**src/wdtkl_pkg.sv**
```systemverilog
// ----------------------------------------------------------------------------
// wdtkl_pkg
// Shared types and constants for the watchdog timer with feed and lock keys.
// ----------------------------------------------------------------------------
package wdtkl_pkg;

    // Item kinds on the input channel
    typedef enum logic [1:0] {
        OP_READ  = 2'd0,
        OP_WRITE = 2'd1,
        OP_TICK  = 2'd2,
        OP_NONE  = 2'd3
    } wdtkl_op_t;

    // Register byte offsets
    localparam logic [11:0] OFF_CTRL = 12'h000;
    localparam logic [11:0] OFF_LOAD = 12'h004;
    localparam logic [11:0] OFF_VAL  = 12'h008;
    localparam logic [11:0] OFF_KEY  = 12'h00C;
    localparam logic [11:0] OFF_SR   = 12'h010;

    // Key register codes
    localparam logic [31:0] KEY_FEED = 32'h5A5A_5A5A;
    localparam logic [31:0] KEY_LOCK = 32'h1ACC_E551;

    // Input item: bus read, bus write or one-microsecond tick
    typedef struct packed {
        logic [1:0]  op;
        logic [11:0] addr;
        logic [31:0] wdata;
    } wdtkl_in_t;

    // Result item
    typedef struct packed {
        logic [31:0] rdata;
        logic        irq;
    } wdtkl_out_t;

endpackage

```
**src/watchdog_timer_with_key_lock_unit.sv**
```systemverilog
// ----------------------------------------------------------------------------
// watchdog_timer_with_key_lock_unit
// Register-mapped watchdog: bus reads, bus writes and ticks arrive as items,
// each item returns one result with read data and the interrupt line.
//
//   channel | ports                      | direction | payload
//   --------+----------------------------+-----------+-------------------------
//   input   | s_valid, s_ready, s_data   | in        | op, addr, wdata
//   result  | m_valid, m_ready, m_data   | out       | rdata, irq
//
// Every item is held in the input register after acceptance, then passes
// through the register update into the result register.
// One item per cycle is accepted while the result side keeps taking items.
// A stalled result holds the update stage; the input register still takes
// one more item, then s_ready drops until the result side moves.
// Synchronous active-low reset clears all watchdog state to zero.
// ----------------------------------------------------------------------------
module watchdog_timer_with_key_lock_unit
    import wdtkl_pkg::*;
(
    input  logic       aclk,
    input  logic       aresetn,
    input  logic       s_valid,
    output logic       s_ready,
    input  wdtkl_in_t  s_data,
    output logic       m_valid,
    input  logic       m_ready,
    output wdtkl_out_t m_data
);

    // Pipeline registers
    logic       in_valid_reg;
    wdtkl_in_t  in_item_reg;
    logic       out_valid_reg;
    wdtkl_out_t out_item_reg;

    // Watchdog state
    logic [31:0] reload_value_reg,   reload_value_next;
    logic        enable_reg,         enable_next;
    logic        int_enable_reg,     int_enable_next;
    logic        timeout_flag_reg,   timeout_flag_next;
    logic        lock_flag_reg,      lock_flag_next;
    logic        expired_flag_reg,   expired_flag_next;
    logic [31:0] down_count_reg,     down_count_next;
    logic [31:0] frozen_count_reg,   frozen_count_next;

    logic        advance;
    logic [31:0] cur_val;
    logic [31:0] tick_count;
    logic        ctrl_en;
    logic        restart;
    wdtkl_out_t  result;

    // Move the held item into the result register when it has room
    assign advance = in_valid_reg && (!out_valid_reg || m_ready);
    assign s_ready = !in_valid_reg || advance;
    assign m_valid = out_valid_reg;
    assign m_data  = out_item_reg;

    // Value seen through VAL
    assign cur_val    = !enable_reg ? frozen_count_reg
                      : (expired_flag_reg ? 32'd0 : down_count_reg);
    assign tick_count = (down_count_reg != 32'd0) ? down_count_reg - 32'd1 : 32'd0;
    assign ctrl_en    = in_item_reg.wdata[0] | lock_flag_reg;

    // Register update and read data for the held item
    always_comb begin
        reload_value_next = reload_value_reg;
        enable_next       = enable_reg;
        int_enable_next   = int_enable_reg;
        timeout_flag_next = timeout_flag_reg;
        lock_flag_next    = lock_flag_reg;
        expired_flag_next = expired_flag_reg;
        down_count_next   = down_count_reg;
        frozen_count_next = frozen_count_reg;
        restart           = 1'b0;
        result.rdata      = 32'd0;

        case (in_item_reg.op)
            OP_READ: begin
                case (in_item_reg.addr)
                    OFF_CTRL: result.rdata = {30'd0, int_enable_reg, enable_reg};
                    OFF_LOAD: result.rdata = reload_value_reg;
                    OFF_VAL:  result.rdata = cur_val;
                    OFF_SR:   result.rdata = {31'd0, timeout_flag_reg};
                    default:  result.rdata = 32'd0;
                endcase
            end
            OP_WRITE: begin
                case (in_item_reg.addr)
                    OFF_CTRL: begin
                        // Freeze VAL on disable, restart on enable
                        if (enable_reg && !ctrl_en) begin
                            frozen_count_next = cur_val;
                        end
                        enable_next     = ctrl_en;
                        int_enable_next = in_item_reg.wdata[1];
                        restart         = !enable_reg && ctrl_en;
                    end
                    OFF_LOAD: reload_value_next = in_item_reg.wdata;
                    OFF_KEY: begin
                        if (in_item_reg.wdata == KEY_FEED) begin
                            restart = enable_reg;
                        end else if (in_item_reg.wdata == KEY_LOCK) begin
                            lock_flag_next = 1'b1;
                        end
                    end
                    OFF_SR: begin
                        if (in_item_reg.wdata[0]) begin
                            timeout_flag_next = 1'b0;
                        end
                    end
                    default: ;
                endcase
            end
            OP_TICK: begin
                // Count down while enabled, expire at zero
                if (enable_reg && !expired_flag_reg) begin
                    down_count_next = tick_count;
                    if (tick_count == 32'd0) begin
                        expired_flag_next = 1'b1;
                        timeout_flag_next = 1'b1;
                    end
                end
            end
            default: ;
        endcase

        // Reload the count from LOAD
        if (restart) begin
            down_count_next   = reload_value_reg;
            expired_flag_next = (reload_value_reg == 32'd0);
            if (reload_value_reg == 32'd0) begin
                timeout_flag_next = 1'b1;
            end
        end

        result.irq = timeout_flag_next & int_enable_next;
    end

    // Handshake control
    always_ff @(posedge aclk) begin
        if (!aresetn) begin
            in_valid_reg  <= 1'b0;
            out_valid_reg <= 1'b0;
        end else begin
            if (s_ready) begin
                in_valid_reg <= s_valid;
            end
            if (advance) begin
                out_valid_reg <= 1'b1;
            end else if (m_ready) begin
                out_valid_reg <= 1'b0;
            end
        end
    end

    // Payload registers
    always_ff @(posedge aclk) begin
        if (s_ready && s_valid) begin
            in_item_reg <= s_data;
        end
        if (advance) begin
            out_item_reg <= result;
        end
    end

    // Watchdog state, updated once per processed item
    always_ff @(posedge aclk) begin
        if (!aresetn) begin
            reload_value_reg <= 32'd0;
            enable_reg       <= 1'b0;
            int_enable_reg   <= 1'b0;
            timeout_flag_reg <= 1'b0;
            lock_flag_reg    <= 1'b0;
            expired_flag_reg <= 1'b0;
            down_count_reg   <= 32'd0;
            frozen_count_reg <= 32'd0;
        end else if (advance) begin
            reload_value_reg <= reload_value_next;
            enable_reg       <= enable_next;
            int_enable_reg   <= int_enable_next;
            timeout_flag_reg <= timeout_flag_next;
            lock_flag_reg    <= lock_flag_next;
            expired_flag_reg <= expired_flag_next;
            down_count_reg   <= down_count_next;
            frozen_count_reg <= frozen_count_next;
        end
    end

    // Interrupt in a fresh result matches the state it leaves behind
    assert property (@(posedge aclk) disable iff (!aresetn)
        advance |=> (out_item_reg.irq == (timeout_flag_reg & int_enable_reg)))
        else $error("result irq disagrees with watchdog state");

    // Lock holds until reset
    assert property (@(posedge aclk) disable iff (!aresetn)
        lock_flag_reg |=> lock_flag_reg)
        else $error("lock flag dropped without reset");

    // A CTRL write under lock keeps the watchdog enabled
    assert property (@(posedge aclk) disable iff (!aresetn)
        (advance && lock_flag_reg && in_item_reg.op == OP_WRITE
         && in_item_reg.addr == OFF_CTRL) |=> enable_reg)
        else $error("CTRL write disabled a locked watchdog");

    // An expired count sits at zero
    assert property (@(posedge aclk) disable iff (!aresetn)
        expired_flag_reg |-> (down_count_reg == 32'd0))
        else $error("expired watchdog with nonzero count");

endmodule
```
**config.mk**
```make
export PLATFORM = sky130hd
export DESIGN_NAME = watchdog_timer_with_key_lock_unit
export DESIGN_NICKNAME = d
export VERILOG_FILES = /design/src/wdtkl_pkg.sv /design/src/watchdog_timer_with_key_lock_unit.sv
export SDC_FILE = /design/constraint.sdc
export NUM_CORES = 1
export LEC_CHECK = 0
export BUFFER_PORTS_ARGS = -buffer_cell sky130_fd_sc_hd__buf_2
export CAP_MARGIN = 15
export CORE_MARGIN = 2
export CORE_UTILIZATION = 60
export CTS_BUF_LIST = sky130_fd_sc_hd__clkbuf_2 sky130_fd_sc_hd__clkbuf_4 sky130_fd_sc_hd__clkbuf_8
export CTS_CLUSTER_DIAMETER = 100
export DETAILED_ROUTE_END_ITERATION = 12
export PLACE_DENSITY = 0.87
export SLEW_MARGIN = 10
export SYNTH_ARGS = -nofsm -noshare
export SYNTH_HDL_FRONTEND = slang
export SYNTH_SLANG_ARGS = --single-unit
```
**constraint.sdc**
```tcl
create_clock -name aclk -period 3.3 [get_ports aclk]
set_clock_uncertainty 0.05 [all_clocks]
set_input_delay 0.33 -clock aclk [delete_from_list [all_inputs] [get_ports aclk]]
set_output_delay 0.33 -clock aclk [all_outputs]
set_load 0.01 [all_outputs]
```
Word level (Yosys, flattened, before mapping) --
Index checks and enable logic that the tools add are counted.
Word-level totals: register bits after elaboration 182, word-level logic and storage cells 79
Operators by class: add/subtract/negate cells 1, equal/unequal tests 8, mux-type cells 25, bitwise gates (word level) 3, reduce and logical (&&, ||, !) cells 27
Operators with widths (count):
- $mux W32 | 6
- $pmux W32 S4 | 1
- $logic_not A32 Y1 | 2
- $eq A32 B29 Y1 const B | 1
- $eq A32 B31 Y1 const B | 1
- $reduce_bool A32 Y1 | 1
- $sub A32 B1 Y32 const B | 1
- $eq A12 B4 Y1 const B | 2
- $mux W1 | 16
- $eq A12 B3 Y1 const B | 1
- $eq A12 B5 Y1 const B | 1
- $logic_not A12 Y1 | 1
- $reduce_and A3 Y1 | 3
- $reduce_and A4 Y1 | 2
- $reduce_bool A2 Y1 | 4
- $logic_and A1 B1 Y1 | 5
- $logic_not A1 Y1 | 5
- $reduce_and A5 Y1 | 1
- $pmux W1 S2 | 2
- $eq A2 B1 Y1 const B | 1
- $eq A2 B2 Y1 const B | 1
- $logic_not A2 Y1 | 1
- $logic_or A1 B1 Y1 | 2
- $and A1 B1 Y1 | 1
- 2 further kinds | 2

Depth between registers and ports, before layout --
depth in word-level cells 9, mapped depth 13

Worst setup path after synthesis --
No wires, ideal clock.
kind reg2reg, from register out_valid_reg (netlist: m_valid), to register down_count_reg[24], setup time 0.115 ns, arrival 2.593 ns, path slack 0.542 ns, stages on the path, launching flop included 9, buffers on the path 2, period minus slack after synthesis 2.758 ns, cell sequence dfxtp_1 -> nor2b_1 -> nor2b_1 -> buf_1 -> o21ai_2 -> buf_2 -> o21ai_0 -> o21ai_0 -> and2_1
Between the ends: word-level cells in the longest chain between the ends 4
Ends and longest elaborated chain:
- start: declaration | line watchdog_timer_with_key_lock_unit.sv:34 | logic out_valid_reg;
- start signal: assignment | line watchdog_timer_with_key_lock_unit.sv:145 | out_valid_reg <= 1'b0;
- start signal: assignment | line watchdog_timer_with_key_lock_unit.sv:151 | out_valid_reg <= 1'b1;
- start signal: assignment | line watchdog_timer_with_key_lock_unit.sv:153 | out_valid_reg <= 1'b0;
- $logic_not A1 Y1 | line watchdog_timer_with_key_lock_unit.sv:55 | assign advance = in_valid_reg && (!out_valid_reg || m_ready);
- $logic_or A1 B1 Y1 | line watchdog_timer_with_key_lock_unit.sv:55
- $logic_and A1 B1 Y1 | line watchdog_timer_with_key_lock_unit.sv:55
- net advance | line watchdog_timer_with_key_lock_unit.sv:47 | logic advance;
- $reduce_and A3 Y1 (no source line)
- end signal: assignment | line watchdog_timer_with_key_lock_unit.sv:186 | down_count_reg <= down_count_next;
- end: declaration | line watchdog_timer_with_key_lock_unit.sv:44 | logic [31:0] down_count_reg, down_count_next;
The timed path passes the listed nets, and every way through them passes these cells. A chain may end at the register's enable or synchronous reset.

Worst setup path in the final report --
from register in_item_reg[41] in the netlist's numbering, to register down_count_reg[30]
Between the ends: word-level cells in the longest chain between the ends 5, elaborated cells on any way between the ends 8, classes of those cells 1 x eq/ne; 3 x mux; 4 x reduce/logical
Ends and longest elaborated chain:
- start: declaration | line watchdog_timer_with_key_lock_unit.sv:33 | wdtkl_in_t in_item_reg;
- start signal: assignment | line watchdog_timer_with_key_lock_unit.sv:161 | in_item_reg <= s_data;
- $eq A12 B4 Y1 or $logic_not A12 Y1 (tied branches) | line watchdog_timer_with_key_lock_unit.sv:90 | case (in_item_reg.addr)
- $pmux W1 S2 * | line watchdog_timer_with_key_lock_unit.sv:90
- $mux W1 * | line watchdog_timer_with_key_lock_unit.sv:79 | case (in_item_reg.op)
- $reduce_bool A2 Y1 (no source line)
- $reduce_and A3 Y1 (no source line)
Mark *: on every way between the ends. The rest lies on a longest branch, timed or not.

==> results.ini <==
[synthesis]
synthSimpleGateAreaFrac_pct=26.0
syn-mean-instance-area_um2=9.43
synthMuxAreaShare_pct=0.771
ys.warnings.count=0
synthCells=963
synth_top_family_by_area=simple AND/OR/NAND/NOR gates
synth_edf_count=79
synth_ff_type=dfxtp_1
ys_ff_latch=182
synth_compound_area_share_pct=18.5
async_reset_ff_share_pct=0
synth_area_um2=9080
synth-seq-area-share_pct=48.8
syn_nets=1017
yosysUniqueCellTypes=65
synth_xor_xnor_area_share_pct=1.16
synth_fa_ha_area_share_pct=0.551

[final_layout]
post_route_cells_drive_above_1_share_pct=16.4
final_cell_mix=nand2_1 (171), dfxtp_1 (103), buf_2 (84)
mostFrequentLayoutCell=nand2_1
final_area_um2=10600
layout.nets=1126
syn_to_final_growth_pct=16.9
largest_register_ffs=46
fill_cells=1060
diodes=0

[placement]
placed_area_um2=9720
dpl.hpwl_mm=15.4
globalplace.congestion=0.994
port_buffers=84

[floorplan]
die_h_um=127
io_pins=85
rows=44
dieWidth_um=127
die-area_um2=16100
coreArea_um2=14600
start_util_pct=62.0

[worst_setup_path]
crit_fanout=10
reg2reg_depth=7
reg2reg_from=in_item_reg[41]
r2r-end=down_count_reg[30]
slowest_stage=nor4_1
crit_chain=nor4_1 -> nand4_1 -> nand4b_1 -> o32a_1 -> o311ai_0 -> o211ai_1 -> a21boi_0
startpoint=in_item_reg[41]
arrival_ns=3.44
worstPathRequired_ns=3.64
endpoint_kind=flop
r2r_slack_ns=0.21
worstSetupEndpoint=down_count_reg[30]
crit_path_start_kind=flop
worstSetupPathType=reg -> reg
crit_path_max_incr_delay_ns=0.70

[detailed_routing]
post-route-drc-count=0
dr.pass1.iters=6
drtIter0Drc=832
drt_wl_total_mm=24.4
vias=7951
ant_nets=0
wl_per_cell_um=19.2
vias_per_cell=6.27

[global_route]
grt.overflow.total=0
antenna_found_initial=0
grt_start_max_net_pins=64
grt_use_total_pct=30.8
grt_pass1_vias=7610
grt_pass1_wl_mm=39.6

[pwr]
leakage_uw=0.00429
p_per_area_nw_per_um2=406
ir_drop_mv=0.298
total_power_uw=4310

[cts]
cts_resized=0
cts_sinks=182
cts_tree=built
cts_max_level=4
cts_buffer_depth=2
cts_root_buf=clkbuf_8
cts-buffers-inserted=17
path_clk_slew_ns=0.11
clock_latency_ns=0.48

[timing]
setup_violations=0
fin_crit_sh_pct=93.8
max_freq_mhz=323
finalSetupTns_ns=0
relSlewSlack_pct=34.1
tightest_slew_ns=0.989
report.final.slew_viol_count=0
hold_viol=0
fin_crit_ns=3.09
rsz0062_at_grt=no

[status]
outcome=complete, no violations

[worst_hold_path]
holdCritStartpoint=s_valid
worst_hold_path_type=in -> reg

[run]
drv_cap=0

logic make-up (layout without fill, tap and decap cells):
group,Yosys count,after routing
muxes,7,7
and+or+nand+nor,437,437
buffers and inverters,82,204
xor gates and xnor gates,12,12
AOI/OAI and AO/OA,239,239
DFF,182,182
adders and majority gates,4,4
repair_timing:
| action | in CTS | in global routing |
|---|---|---|
| hold buffers | 46 | 0 |
| buffers inserted | 0 | 0 |
| hold endpoints to repair | 46 | 0 |
area by class of cell:
type                            count  area, µm²  share of cell area (%)
Timing Repair Buffer              164       1170                    11.1
Inverter                            8       30.0                   0.283
Clock inverter                     15        199                    1.87
Sequential cell                   182       4430                    41.8
Clock buffer                       17        234                    2.20
Multi-Input combinational cell    699       4310                    40.6
Tap cell                          184        230                    2.17
layer usage:
| layer | track usage (%) | share of wire [%] |
|---|---|---|
| met3 | 6.16 | 8.8 |
| met5 | 0 | 0 |
| met4 | 13.8 | 3.8 |
| met1 | 40.6 | 41 |
| met2 | 49.8 | 47 |
worst max-delay path, delay by kind of cell, from the launching register on:
kind / cells / cell delay (ns)
and+or+nand+nor: 3 / 1.48
AOI/OAI and AO/OA: 4 / 1.07
DFF: 1 / 0.38
Yosys cell counts (all sizes together), types with 12 or more instances:
| cell | instances | area share [%] |
|---|---|---|
| a21boi | 69 | 5.7 |
| dfxtp | 103 | 23 |
| and2 | 16 | 1.1 |
| nor2 | 36 | 1.6 |
| nand3 | 13 | 0.83 |
| edfxtp | 79 | 26 |
| clkbuf | 43 | 1.8 |
| nor2b | 45 | 3.1 |
| nor4 | 33 | 2.7 |
| o21ai | 37 | 2.1 |
| nand2 | 171 | 7.1 |
| nand4 | 12 | 0.90 |
| nand2b | 33 | 2.3 |
| a21oi | 59 | 3.3 |
| buf | 31 | 2.0 |
| o211a | 40 | 4.4 |
| nor3 | 30 | 2.0 |
worst min path at each step:
stage | end | slack, ns | cells after the start
2_1_floorplan | in_item_reg[0] | 0.38 | 0
3_3_place_gp | frozen_count_reg[14] | 0.42 | 1
3_5_place_dp | frozen_count_reg[16] | 0.43 | 1
4_1_cts | in_valid_reg | 0.07 | 3
5_1_grt | in_valid_reg | 0.11 | 3
6_report | in_valid_reg | 0.12 | 3
per-stage QoR:
stage	std cells	hold slack (ns)	worst slack (ns)	utilization, %
detailed placement	1191	0.429	0.405	66.4
CTS	1269	0.0749	0.315	72.5
global placement	1191	0.421	0.529	66.4
global route	1269	0.113	0.0352	72.5
floorplan	963	0.379	0.542	-
finish	1269	0.125	0.206	72.5
power breakdown:
group	switching (µW)	leakage (µW)	internal (µW)
logic	100	0.00250	101
registers	31.2	0.00157	2410
clock network	895	0.000218	782
total	1030	0.00429	3290
Power figures use the tool's default switching activity.
